`config.mk`:
```
export PLATFORM = sky130hd
export DESIGN_NAME = ile_ctrl
export DESIGN_NICKNAME = d
export VERILOG_FILES = /design/src/rtl/ile_pkg.sv /design/src/rtl/ile_ctrl.sv
export SDC_FILE = /design/constraint.sdc
export NUM_CORES = 1
export LEC_CHECK = 0
export ABC_AREA = 0
export BUFFER_PORTS_ARGS = -buffer_cell sky130_fd_sc_hd__clkbuf_2
export CORE_MARGIN = 10
export CORE_UTILIZATION = 50
export CTS_BUF_LIST = sky130_fd_sc_hd__clkbuf_4
export DETAILED_ROUTE_END_ITERATION = 8
export PLACE_DENSITY_LB_ADDON = 0.3
export SYNTH_ARGS = -nofsm -noshare
export SYNTH_HDL_FRONTEND = slang
export SYNTH_SLANG_ARGS = --single-unit
```
`constraint.sdc`:
```
create_clock -name clk -period 6.9 [get_ports clk]
set_input_delay 0.345 -clock clk [delete_from_list [all_inputs] [get_ports clk]]
set_output_delay 0.345 -clock clk [all_outputs]
set_load 0.03 [all_outputs]
```
`src/rtl/ile_pkg.sv`:
```
package ile_pkg;

  localparam int DataW       = 32;
  localparam int PosW        = 9;
  localparam int FuncW       = 3;
  localparam int StatW       = 2;
  localparam int DefCapacity = 256;

  localparam logic [FuncW-1:0] OP_READ   = 3'd0;
  localparam logic [FuncW-1:0] OP_FRONT  = 3'd1;
  localparam logic [FuncW-1:0] OP_BACK   = 3'd2;
  localparam logic [FuncW-1:0] OP_AT     = 3'd3;
  localparam logic [FuncW-1:0] OP_DELETE = 3'd4;

  localparam logic [StatW-1:0] ST_DONE  = 2'd0;
  localparam logic [StatW-1:0] ST_RANGE = 2'd1;
  localparam logic [StatW-1:0] ST_FULL  = 2'd2;

  typedef enum logic [2:0] {
    S_IDLE,
    S_READ,
    S_SHIFT,
    S_DRAIN,
    S_INSWR,
    S_FINISH
  } ile_state_t;

  typedef struct packed {
    logic signed [DataW-1:0] read_value;
    logic [PosW-1:0]         element_count;
    logic [StatW-1:0]        status;
  } ile_rsp_t;

endpackage

```
`src/rtl/ile_ctrl.sv`:
```
module ile_ctrl #(
  parameter int CAPACITY = ile_pkg::DefCapacity,
  parameter int AW       = (CAPACITY > 1) ? $clog2(CAPACITY) : 1
) (
  input  logic                      clk,
  input  logic                      rst_n,
  input  logic                      req_valid,
  output logic                      req_ready,
  input  logic [ile_pkg::FuncW-1:0] req_func,
  input  logic [ile_pkg::PosW-1:0]  req_position,
  input  logic [ile_pkg::DataW-1:0] req_value,
  output logic                      res_valid,
  input  logic                      res_ready,
  output ile_pkg::ile_rsp_t         res,
  output logic                      mem_we,
  output logic [AW-1:0]             mem_waddr,
  output logic [ile_pkg::DataW-1:0] mem_wdata,
  output logic [AW-1:0]             mem_raddr,
  input  logic [ile_pkg::DataW-1:0] mem_rdata
);
  import ile_pkg::*;

  localparam int CW   = $clog2(CAPACITY + 1);
  localparam int CMPW = (CW > PosW) ? CW : PosW;

  ile_state_t state_r, state_nxt;

  logic [CW-1:0]    count_r, count_nxt;
  logic [AW-1:0]    idx_r, idx_nxt;
  logic [AW-1:0]    end_r, end_nxt;
  logic [AW-1:0]    pos_r, pos_nxt;
  logic             ins_r, ins_nxt;
  logic [DataW-1:0] val_r, val_nxt;
  logic             wb_vld_r, wb_vld_nxt;
  logic [AW-1:0]    wb_addr_r, wb_addr_nxt;
  logic [DataW-1:0] res_rd_r, res_rd_nxt;
  logic [StatW-1:0] res_st_r, res_st_nxt;

  logic            accept;
  logic [CMPW-1:0] pos_ext, cnt_ext, tgt_ext;
  logic            is_rd, is_ins, is_del;
  logic            rd_ok, ins_rng, ins_full, ins_ok, del_ok;

  assign accept  = req_valid && (state_r == S_IDLE);
  assign pos_ext = CMPW'(req_position);
  assign cnt_ext = CMPW'(count_r);

  always_comb begin
    is_rd  = (req_func == OP_READ);
    is_del = (req_func == OP_DELETE);
    is_ins = 1'b0;
    tgt_ext = pos_ext;
    case (req_func)
      OP_FRONT: begin
        is_ins  = 1'b1;
        tgt_ext = '0;
      end
      OP_BACK: begin
        is_ins  = 1'b1;
        tgt_ext = cnt_ext;
      end
      OP_AT: begin
        is_ins  = 1'b1;
      end
      default: ;
    endcase
    rd_ok    = pos_ext < cnt_ext;
    del_ok   = pos_ext < cnt_ext;
    ins_rng  = tgt_ext > cnt_ext;
    ins_full = cnt_ext >= CMPW'(CAPACITY);
    ins_ok   = !ins_rng && !ins_full;
  end

  always_comb begin
    state_nxt = state_r;
    unique case (state_r)
      S_IDLE: begin
        if (accept) begin
          if (is_rd && rd_ok) begin
            state_nxt = S_READ;
          end else if (is_ins && ins_ok) begin
            state_nxt = (tgt_ext == cnt_ext) ? S_INSWR : S_SHIFT;
          end else if (is_del && del_ok) begin
            state_nxt = (pos_ext + CMPW'(1) == cnt_ext) ? S_FINISH : S_SHIFT;
          end else begin
            state_nxt = S_FINISH;
          end
        end
      end
      S_READ:   state_nxt = S_FINISH;
      S_SHIFT:  state_nxt = (idx_r == end_r) ? S_DRAIN : S_SHIFT;
      S_DRAIN:  state_nxt = ins_r ? S_INSWR : S_FINISH;
      S_INSWR:  state_nxt = S_FINISH;
      S_FINISH: state_nxt = res_ready ? S_IDLE : S_FINISH;
      default:  state_nxt = S_IDLE;
    endcase
  end

  always_comb begin
    count_nxt   = count_r;
    idx_nxt     = idx_r;
    end_nxt     = end_r;
    pos_nxt     = pos_r;
    ins_nxt     = ins_r;
    val_nxt     = val_r;
    res_rd_nxt  = res_rd_r;
    res_st_nxt  = res_st_r;
    wb_vld_nxt  = 1'b0;
    wb_addr_nxt = wb_addr_r;
    unique case (state_r)
      S_IDLE: begin
        if (accept) begin
          res_rd_nxt = '0;
          res_st_nxt = ST_DONE;
          ins_nxt    = is_ins;
          val_nxt    = req_value;
          if (is_rd) begin
            if (!rd_ok) begin
              res_rd_nxt = '1;
              res_st_nxt = ST_RANGE;
            end
          end else if (is_ins) begin
            if (ins_rng) begin
              res_st_nxt = ST_RANGE;
            end else if (ins_full) begin
              res_st_nxt = ST_FULL;
            end else begin
              idx_nxt   = AW'(cnt_ext - CMPW'(1));
              end_nxt   = AW'(tgt_ext);
              pos_nxt   = AW'(tgt_ext);
              count_nxt = count_r + CW'(1);
            end
          end else if (is_del) begin
            if (del_ok) begin
              idx_nxt   = AW'(pos_ext + CMPW'(1));
              end_nxt   = AW'(cnt_ext - CMPW'(1));
              count_nxt = count_r - CW'(1);
            end else begin
              res_st_nxt = ST_RANGE;
            end
          end else begin
            res_st_nxt = ST_RANGE;
          end
        end
      end
      S_READ: begin
        res_rd_nxt = mem_rdata;
      end
      S_SHIFT: begin
        wb_vld_nxt  = 1'b1;
        wb_addr_nxt = ins_r ? (idx_r + AW'(1)) : (idx_r - AW'(1));
        idx_nxt     = ins_r ? (idx_r - AW'(1)) : (idx_r + AW'(1));
      end
      default: ;
    endcase
  end

  always_comb begin
    req_ready = (state_r == S_IDLE);
    res_valid = (state_r == S_FINISH);
    mem_raddr = (state_r == S_IDLE) ? AW'(pos_ext) : idx_r;
    mem_we    = wb_vld_r || (state_r == S_INSWR);
    mem_waddr = wb_vld_r ? wb_addr_r : pos_r;
    mem_wdata = wb_vld_r ? mem_rdata : val_r;
  end

  always_comb begin
    logic [CMPW-1:0] cnt_out;
    cnt_out           = CMPW'(count_r);
    res.read_value    = res_rd_r;
    res.element_count = cnt_out[PosW-1:0];
    res.status        = res_st_r;
  end

  always_ff @(posedge clk) begin
    if (!rst_n) begin
      state_r  <= S_IDLE;
      count_r  <= '0;
      wb_vld_r <= 1'b0;
    end else begin
      state_r  <= state_nxt;
      count_r  <= count_nxt;
      wb_vld_r <= wb_vld_nxt;
    end
  end

  always_ff @(posedge clk) begin
    idx_r     <= idx_nxt;
    end_r     <= end_nxt;
    pos_r     <= pos_nxt;
    ins_r     <= ins_nxt;
    val_r     <= val_nxt;
    wb_addr_r <= wb_addr_nxt;
    res_rd_r  <= res_rd_nxt;
    res_st_r  <= res_st_nxt;
  end

endmodule

```
Yosys cells after proc, flatten, opt, wreduce, memory -nomap -nowiden
Cells that the tools add are included.
{ "word_totals": {"regBits": 112, "out_inout_bits": 94} }
{ "classes": {"order_cmp": 3, "reduce_logical": 21, "eq_ne": 20, "bitwise_logic": 3, "n_addsub": 5, "n_mux": 46} }
{ "op_table": {"columns": ["cell", "count"], "rows": [
  ["2-to-1 mux 32 bit", 4],
  ["2-to-1 mux 8 bit", 16],
  ["case mux 32 bit (2 select lines)", 1],
  ["2-to-1 mux 9 bit", 5],
  ["2-to-1 mux 3 bit", 7],
  ["adder 9 x 1 -> 9 bit, second input constant", 2],
  ["== test 9 bit", 2],
  ["case mux 9 bit (2 select lines)", 1],
  ["case mux 8 bit (2 select lines)", 1],
  ["case mux 3 bit (5 select lines)", 1],
  ["AND reduction 7 bit", 2],
  ["== test 3 x 2 -> 1 bit, second input constant", 4],
  ["2-to-1 mux 2 bit", 5],
  ["== test 3 bit, second input constant", 3],
  [">= comparator 9 bit, second input constant", 1],
  ["> comparator 9 bit", 1],
  ["< comparator 9 bit", 1],
  ["subtractor 9 x 1 -> 9 bit, second input constant", 1],
  ["adder 8 x 1 -> 8 bit, second input constant", 1],
  ["== test 8 bit", 1],
  ["nonzero test 2 bit", 4],
  ["subtractor 8 x 1 -> 8 bit, second input constant", 1],
  ["== test 3 x 1 -> 1 bit, second input constant", 2],
  ["zero test 3 bit", 2],
  ["13 further kinds", 29]
]} }

Longest topological paths before layout
Gate-level depths: netlist (run 1).
{ "logic_depth": {"word_depth": 10, "mapped_depth": 13, "depth_no_buf": 12} }

Least setup slack after synthesis (run 1)
OpenSTA, ideal clock, no wires.
{ "synth_path": {"path_type": "input -> register", "startpoint": "in req_func[1] (netlist name)", "endpoint": "reg idx_r[0] (enable)", "arrival_ps": 2854, "t_required_ps": 6530, "stages": 12, "slack_ps": 3676, "path_buffers": 2, "cell_sequence": "clkbuf_1 a21o_1 clkbuf_1 nand2_1 o21ai_0 ha_1 a22o_1 o41ai_2 a21oi_2 nand2_1 a31oi_1 nor2_1"} }
{ "synth_between": {"elab_chain_cells": 5, "word_cells_on_any_way": 15, "cone_classes": "1 x order compare; 9 x eq/ne; 2 x mux; 3 x reduce/logical"} }
{ "synth_lines": {"columns": ["item", "line_no", "text"], "rows": [
  ["start: declaration", "ile_ctrl.sv:9", "input logic [ile_pkg::FuncW-1:0] req_func,"],
  ["== test 3 x 2 -> 1 bit or == test 3 x 1 -> 1 bit (tied branches)", "ile_ctrl.sv:53", "case (req_func)"],
  ["case mux 9 bit (2 select lines) *", "ile_ctrl.sv:53", null],
  ["net tgt_ext[4]", "ile_ctrl.sv:40", "logic [CMPW-1:0] pos_ext, cnt_ext, tgt_ext;"],
  ["> comparator 9 bit *", "ile_ctrl.sv:69", "ins_rng = tgt_ext > cnt_ext;"],
  ["inequality test 3 bit (no line) *", null, null],
  ["AND reduction 7 bit (no line) *", null, null],
  ["end signal: assignment", "ile_ctrl.sv:188", "idx_r <= idx_nxt;"],
  ["end: declaration", "ile_ctrl.sv:29", "logic [AW-1:0] idx_r, idx_nxt;"]
]} }
The timed path passes the listed nets; every way through them passes the cells marked *.
A chain may end at the register's enable or synchronous reset.

Worst setup path in the final report (run 1)
{ "layout_path": {"startpoint": "reg count_r[2], in the netlist cnt_ext[2]", "endpoint": "reg idx_r[0] (enable)"} }
{ "layout_between": {"elab_chain_cells": 4, "word_cells_on_any_way": 8, "cone_classes": "3 x order compare; 3 x eq/ne; 1 x mux; 1 x reduce/logical"} }
{ "layout_lines": {"columns": ["item", "line_no", "text"], "rows": [
  ["start: declaration", "ile_ctrl.sv:28", "logic [CW-1:0] count_r, count_nxt;"],
  ["start signal: assignment", "ile_ctrl.sv:182", "count_r <= count_nxt;"],
  ["case mux 9 bit (2 select lines)", "ile_ctrl.sv:53", null],
  ["net tgt_ext[2]", "ile_ctrl.sv:40", null],
  ["> comparator 9 bit", "ile_ctrl.sv:69", null],
  ["inequality test 3 bit (no line)", null, null],
  ["AND reduction 7 bit (no line)", null, null]
]} }
The timed path passes the listed nets, and every way through them passes these cells.

==> results of run 1 <==
==> state kept, by name, indices dropped and copies added, names as in the netlist <==
signal / count
state_r: 3
ins_r: 1
pos_r: 8
idx_r: 8
res_rd_r: 32
end_r: 8
cnt_ext: 9
wb_vld_r: 1
wb_addr_r: 8
res_st_r: 2
val_r: 32
==> worst max-delay path by stage <==
| stage | slack (ns) | start | cells after the start | to |
|---|---|---|---|---|
| 2_1_floorplan | 3.68 | req_func[1] | 12 | idx_r[0] |
| 3_5_place_dp | 2.74 | req_func[1] | 12 | idx_r[4] |
| 6_report | 3.22 | cnt_ext[2] | 10 | idx_r[0] |
| 3_3_place_gp | 2.89 | req_func[1] | 12 | idx_r[0] |
| 5_1_grt | 2.92 | cnt_ext[2] | 10 | idx_r[5] |
| 4_1_cts | 3.27 | cnt_ext[2] | 10 | idx_r[4] |
==> worst reg2reg max path, stage by stage (launching register included) <==
cell      delay, ns
dfxtp_1        0.74
a21oi_1        0.12
o21ai_0        0.53
ha_1           0.37
o211ai_1       0.16
a21oi_1        0.07
o41ai_2        0.38
a21oi_2        0.23
nand2_1        0.13
a31oi_1        0.09
nor2_1         0.53
==> cell families after synthesis <==
kind of cell    count (synthesis)  share of synthesized area, %
compound gates                151                          15.8
xor+xnor                       41                          5.74
simple gates                  146                          10.8
flops                         112                          49.7
mux                            55                          9.37
fa+ha+maj                      23                          4.43
buf+inv                        67                          4.12
==> power breakdown <==
part / total, uW / switching [uW] / internal [uW]
clock network: 347 / 232 / 115
logic: 1130 / 785 / 345
registers: 1060 / 91.6 / 967
total: 2540 / 1110 / 1430
==> cell type report <==
| class | count | area [um^2] |
|---|---|---|
| clock inverter | 7 | 77.6 |
| sequential | 112 | 3230 |
| timing repair buffer | 209 | 1220 |
| multi-input combinational | 416 | 3010 |
| fill | 1020 | 4760 |
| inverter | 22 | 82.6 |
| antenna | 1 | 2.50 |
| clock buffer | 9 | 67.6 |
| tap | 172 | 215 |
==> cells in the final DEF, fill, tap and decap left out, types with 12 or more instances in the layout <==
master         count
xor2_1            12
a21oi_1           29
edfxtp_1          99
mux2_2            47
ha_1              23
nand2_1           53
nand3_1           14
a21o_1            36
o21ai_0           29
inv_1             20
xnor2_1           28
dlygate4sd3_1     32
dfxtp_1           12
clkbuf_2         173
nor2_1            31
==> metrics by stage <==
stage               power, uW  setup WS [ns]
finish                   2540           3.22
CTS                      2550           3.27
floorplan                1840           3.68
global placement         2170           2.89
detailed placement       2190           2.74
global route             2660           2.92
==> repair_timing <==
action,4_1_cts,5_1_grt
hold buffers,32,0
endpoints found under the setup margin,0,0
gates resized for setup,0,0
hold endpoints to repair,32,0
==> metal layers <==
metal | vias to the layer above | wire, um | GRT usage (%) | part of all wire [%]
met2 | 296 | 9900 | 37.2 | 48
met5 | - | 0 | 0 | 0
met1 | 2587 | 8370 | 27.4 | 41
met3 | 39 | 1800 | 5.30 | 8.8
li1 | 2539 | - | - | -
met4 | 0 | 525 | 8.83 | 2.5
==> results.toml, run 1 <==
[synthesis]
synthesis.nets = 698
synthCells = 595
synth_edf_count = 99
synthFlopType = "edfxtp_1"
ys_types = 66
ys_warn_count = 0
post-synth-top-count-cell = "edfxtp_1"
syn_area_per_cell_um2 = 10.9
yosys.area.top_type_share_pct = 45.7
syn_area_um2 = 6500
synth_top_cell_by_area = "edfxtp_1"
synth-seq-cells = 112
synth_area_leaders = "edfxtp_1 46%, mux2_2 8.1%, ha_1 4.4%"
ys_seq_area_share_pct = 49.7
synthTopCellsByCount = "99 x edfxtp_1, 53 x nand2_1, 47 x mux2_2"
synth-async-reset-ratio_pct = 0

[sta]
max_freq_mhz = 272
skew_ns = 0.0150
worst_slew_pin_slew_ns = 1.07
hold_violations = 0
max-slew-margin-rel_pct = 28.2
grt_setup_unrepaired = "false"
whs_ns = 0.131
fin_tns_setup_ns = 0
final.min_clock_period_ns = 3.68
fin_crit_sh_pct = 53.3
setup_viol = 0
slew_violations = 0

[global_routing]
grt_max_degree = 42
grt_usage_pct = 22.4
gr-total-overflow = 0
grt_pass1_wl_um = 31500
first_global_vias = 5460
antenna_found_initial = 1

[routing]
via_per_inst = 5.76
postRouteAntennaNets = 0
totalWireLength_um = 20600
wire_per_inst_um = 21.7
drtIter0Drc = 465
post-route-drc-count = 0
firstDrtPassIters = 5
vias = 5461

[die]
die_y_um = 134
coreArea_um2 = 12700
die-area_um2 = 18000
num_rows = 41
io-pin-count = 174
initial_core_util_pct = 51.3
die_w_um = 134

[place]
dp_hpwl_um = 15200
io_buffers = 173
placed_cells = 899
gp_congestion = 0.907
dpl_cell_area_um2 = 7440

[critical_path]
worstPathRequired_ns = 7.06
worstReg2RegStart = "cnt_ext[2]"
path_buf_inv = 0
path_common_cell = "a21oi_1"
r2r_cells = 10
crit_path_top_delay_cell = "dfxtp_1"
reg2reg_slack_ns = 3.22
cp_max_fo = 12
path_cells = "a21oi_1 -> o21ai_0 -> ha_1 -> o211ai_1 -> a21oi_1 -> o41ai_2 -> a21oi_2 -> nand2_1 -> a31oi_1 -> nor2_1"
cp.arrival_ns = 3.83
critPathTopFamily = "compound AO/OA/AOI/OAI gates"
crit_path_end_kind = "register"
cpPeakStageDelay_ns = 0.74
critPathLaunchType = "register"
reg2reg_to = "idx_r[0]"
critPathKind = "reg -> reg"

[run_status]
outcome = "finished, final reports clean"

[finish]
fin_util_pct = 62.4
nNetsFinal = 873
post-route-cell-area_um2 = 7910
drive_gt1_share_pct = 33.0
fin_cells = 948
area_delta_synth_final_pct = 21.6

[job]
drv_cap = 0

[power_and_ir_drop]
power.density_nw_per_um2 = 321
p_leak_uw = 0.00340
ir_drop_mv = 0.161

[cts]
htree_levels = 3
cts.sinks = 112
cts_tree = "built"
clk_pin_slew_worst_paths_ns = 0.18
cts_made_buffers = 9
clk_latency_ns = 0.49
clockBufferDepth = 2
post_cts_buffers = 0
clk_root_buffer_cell = "clkbuf_4"

[min_path]
hold_path_startpoint = "mem_rdata[31]"
hold_path.class = "in -> reg"
hold_end = "res_rd_r[31]"
worstHoldPathCells = 2
Note: power is estimated with default switching activity, not from simulation.
==> inputs of run 2 (changes only) <==
- clock period: 6.9 -> 3.25 ns (I/O delays scaled with it)
==> results.toml, run 2 (same netlist as run 1, synthesis figures left out) <==
[critical_path]
path_buf_inv = 1
worstPathRequired_ns = 3.68
crit_path_top_delay_cell = "dfxtp_1"
path_common_cell = "o21ai_0"
crit_path_end_kind = "register"
cp.arrival_ns = 3.38
critPathKind = "reg -> reg"
critPathLaunchType = "register"
startpoint = "cnt_ext[5]"
worstReg2RegStart = "cnt_ext[5]"
critPathTopFamily = "compound AO/OA/AOI/OAI gates"
path_cells = "a2bb2oi_1 -> o21ai_0 -> ha_1 -> o21ai_0 -> a21oi_1 -> o41ai_2 -> buf_4 -> a21o_1 -> or4_4 -> a21oi_2 -> a31o_1"
cpPeakStageDelay_ns = 0.62
cp_max_fo = 10

[sta]
hold_violations = 0
whs_ns = 0.0572
grt_setup_unrepaired = "false"
fin_tns_setup_ns = 0
fin_crit_sh_pct = 90.9
max_freq_mhz = 338
final.min_clock_period_ns = 2.95
worst_slew_pin_slew_ns = 1.02
skew_ns = 0.0255
slew_violations = 0
setup_viol = 0
max-slew-margin-rel_pct = 31.8

[place]
placed_cells = 927
io_buffers = 173
gp_congestion = 0.917
dpl_cell_area_um2 = 7660
dp_hpwl_um = 15700

[routing]
via_per_inst = 5.58
postRouteAntennaNets = 0
drtIter0Drc = 439
post-route-drc-count = 0
vias = 5618
wire_per_inst_um = 21.7
firstDrtPassIters = 5
totalWireLength_um = 21800

[die]
num_rows = 41
initial_core_util_pct = 51.3
io-pin-count = 174
die_y_um = 134
die-area_um2 = 18000
coreArea_um2 = 12700
die_w_um = 134

[global_routing]
grt_max_degree = 42
grtUsageMet1_pct = 29.6
met3_usage_pct = 4.71
first_global_vias = 5648
grt_usage_pct = 23.5
use_met2_pct = 40.1
grt_pass1_wl_um = 33300
gr-total-overflow = 0
grt-busiest-layer = "met2"
antenna_found_initial = 0

[power_and_ir_drop]
power_frac_seq_pct = 40.7
swShare_pct = 43.6
comb_power_share_pct = 45.7
p_int_uw = 3110
pwr-share-clk_pct = 13.6
p_leak_uw = 0.00367
ir_drop_mv = 0.280
p_sw_uw = 2410
power.density_nw_per_um2 = 653

[finish]
mostFrequentLayoutCells = "173 x clkbuf_2, 99 x edfxtp_1, 63 x dlygate4sd3_1"
register_area_um2 = 3230
fin_util_pct = 66.7
drive_gt1_share_pct = 34.2
post-route-cell-area_um2 = 8450
nNetsFinal = 932
fillers = 953
multi_input_area_um2 = 3010
area_delta_synth_final_pct = 30.0
final_common_cell = "clkbuf_2"
fin_cells = 1006
n_antenna_cell = 0

[cts]
clk_latency_ns = 0.48
hold_buffers = 63
cts.sinks = 112
post_cts_buffers = 0
cts_resized = 0
htree_levels = 3
clk_root_buffer_cell = "clkbuf_4"
cts_tree = "built"
clk_pin_slew_worst_paths_ns = 0.17
clockBufferDepth = 2
cts_made_buffers = 9

[run_status]
outcome = "finished, final reports clean"

[job]
drv_cap = 0

[min_path]
hold_path.class = "in -> reg"
hold_path_startpoint = "mem_rdata[11]"
run 2: cell count changes in the layout (fill, tap and decap cells not counted), sizes merged:
| cell | previous run | this run |
|---|---|---|
| dlygate4sd3 | 32 | 63 |
| inv | 24 | 23 |
| clkinvlp | 1 | 2 |
| diode | 1 | 0 |
| buf | 4 | 32 |
run 2: worst paths after layout:
path,to,cells past startpoint,slack (ns)
worst max-delay path,state_r[2],11,0.30
worst max register to register,state_r[2],11,0.30
worst min register to register,cnt_ext[8],2,0.61
worst min-delay path,res_rd_r[11],2,0.06
run 2: stage by stage:
| step | setup WS [ns] | total power, uW |
|---|---|---|
| 6_report | 0.295 | 5520 |
| 2_1_floorplan | 0.131 | 3900 |
| 5_1_grt | 0.153 | 5780 |
| 3_3_place_gp | 0.326 | 4670 |
| 3_5_place_dp | 0.245 | 4700 |
| 4_1_cts | 0.365 | 5510 |
run 2: routing by layer:
metal / vias up / wire length, um / part of all wire, %
met2: 273 / 10600 / 49
met5: - / 0 / 0
met3: 29 / 1600 / 7.3
met4: 0 / 441 / 2.0
li1: 2651 / - / -
met1: 2665 / 9180 / 42
run 2: power groups by stage:
| stage | Sequential [uW] | Combinational, uW | Clock, uW |
|---|---|---|---|
| 5_1_grt | 2270 | 2690 | 813 |
| 3_5_place_dp | 2260 | 2440 | 0 |
| 3_3_place_gp | 2250 | 2420 | 0 |
| 4_1_cts | 2220 | 2510 | 773 |
| 6_report | 2240 | 2520 | 751 |
| 2_1_floorplan | 2600 | 1290 | 0 |
run 2: cell type report:
| type | instances | area share (%) |
|---|---|---|
| sequential | 112 | 38.3 |
| multi-input combinational | 416 | 35.6 |
| timing repair buffer | 268 | 20.7 |
| tap | 172 | 2.55 |
| clock inverter | 7 | 1.07 |
| inverter | 22 | 0.977 |
| clock buffer | 9 | 0.800 |
==> inputs of run 3 (changes only) <==
- BUFFER_PORTS_ARGS: -buffer_cell sky130_fd_sc_hd__clkbuf_2 -> -buffer_cell sky130_fd_sc_hd__buf_4
==> results.toml, run 3 (same netlist as run 1, synthesis figures left out) <==
[critical_path]
worstPathRequired_ns = 3.46
critPathLaunchType = "register"
cp_max_fo = 10
critPathKind = "reg -> reg"
cp.arrival_ns = 3.24
crit_path_end_kind = "register"

[cts]
cts_made_buffers = 9
clk_latency_ns = 0.48
htree_levels = 3
clockBufferDepth = 2
clk_pin_slew_worst_paths_ns = 0.17
clk_root_buffer_cell = "clkbuf_4"
post_cts_buffers = 0
cts.sinks = 112
cts_tree = "built"

[routing]
firstDrtPassIters = 5
via_per_inst = 5.82
postRouteAntennaNets = 0
wire_per_inst_um = 22.4
drtIter0Drc = 603
totalWireLength_um = 22500
post-route-drc-count = 0
vias = 5821

[power_and_ir_drop]
power.density_nw_per_um2 = 651
ir_drop_mv = 0.259
p_leak_uw = 0.00375

[job]
drv_cap = 0

[sta]
slew_violations = 0
fin_crit_sh_pct = 93.0
final.min_clock_period_ns = 3.02
max_freq_mhz = 331
setup_viol = 0
worst_slew_pin_slew_ns = 1.03
max-slew-margin-rel_pct = 31.0
grt_setup_unrepaired = "false"
skew_ns = 0.00942
hold_violations = 0
timing.final.ws_setup_ns = 0.228

[run_status]
outcome = "finished, final reports clean"

[finish]
post-route-cell-area_um2 = 8820
fillers = 865
nNetsFinal = 927
fin_cells = 1001
fin_util_pct = 69.6
mostFrequentLayoutCells = "198 x buf_4, 99 x edfxtp_1, 65 x dlygate4sd3_1"
n_antenna_cell = 0
area_delta_synth_final_pct = 35.6
final_common_cell = "buf_4"
drive_gt1_share_pct = 33.2

[global_routing]
grt_usage_pct = 24.5
first_global_vias = 5908
gr-total-overflow = 0
antenna_found_initial = 0
grt_max_degree = 42
grt_pass1_wl_um = 34700

[die]
coreArea_um2 = 12700
num_rows = 41
io-pin-count = 174
die_w_um = 134
die-area_um2 = 18000
initial_core_util_pct = 51.3
die_y_um = 134

[place]
io_buffers = 173
dp_slack_ns = -0.0904
placed_cells = 920
gp_congestion = 0.905
dpl_cell_area_um2 = 8030
dp_hpwl_um = 15900

[min_path]
hold_path.class = "in -> reg"
==> run 3: what timing repair did <==
item	in CTS	in global routing
hold buffers	65	0
resized for setup	0	0
hold endpoints to repair	68	0
==> run 3: metrics by stage <==
step	setup TNS (ns)	hold slack, ns	total power, uW
6_report	0	0.124	5740
5_1_grt	0	0.148	5990
4_1_cts	0	0.117	5730
3_5_place_dp	-0.830	0.342	4960
3_3_place_gp	-0.245	0.341	4910
2_1_floorplan	0	0.261	3900
==> run 3: worst max-delay path, cell delays in order, from the launching register on <==
cell	delay, ns
dfxtp_1	0.59
clkinv_1	0.20
buf_4	0.21
ha_1	0.29
a211oi_1	0.27
a31oi_1	0.21
a21o_1	0.37
a21oi_4	0.36
buf_4	0.24
==> run 3: path summary, 6_finish.rpt <==
kind                                 start         end  slack [ns]  depth (start not counted)
worst min register to register  cnt_ext[8]  cnt_ext[8]        0.61                          2
worst max-delay path            cnt_ext[4]    end_r[4]        0.23                          8
worst max register to register  cnt_ext[4]    end_r[4]        0.23                          8
worst min-delay path             req_valid  state_r[0]        0.12                          5
==> run 3: layer usage <==
| metal | GRT usage [%] | vias up | part of all wire [%] |
|---|---|---|---|
| met3 | 4.26 | 56 | 8.4 |
| li1 | - | 2646 | - |
| met5 | 0 | - | 0 |
| met4 | 9.43 | 0 | 3.0 |
| met1 | 30.9 | 2783 | 41 |
| met2 | 40.9 | 336 | 47 |
==> run 3: power by group <==
part	internal (uW)	total, uW	switching (uW)
registers	2050	2240	189
logic	1040	2780	1740
clock network	236	720	484
total	3330	5740	2410
==> run 3: layout make-up <==
class                      count  area, um^2  share of cell area [%]
clock buffer                   9        67.6                   0.766
clock inverter                 7        68.8                   0.781
inverter                      22        82.6                   0.937
multi-input combinational    416        3010                    34.1
sequential                   112        3230                    36.7
tap                          172         215                    2.44
timing repair buffer         263        2140                    24.2
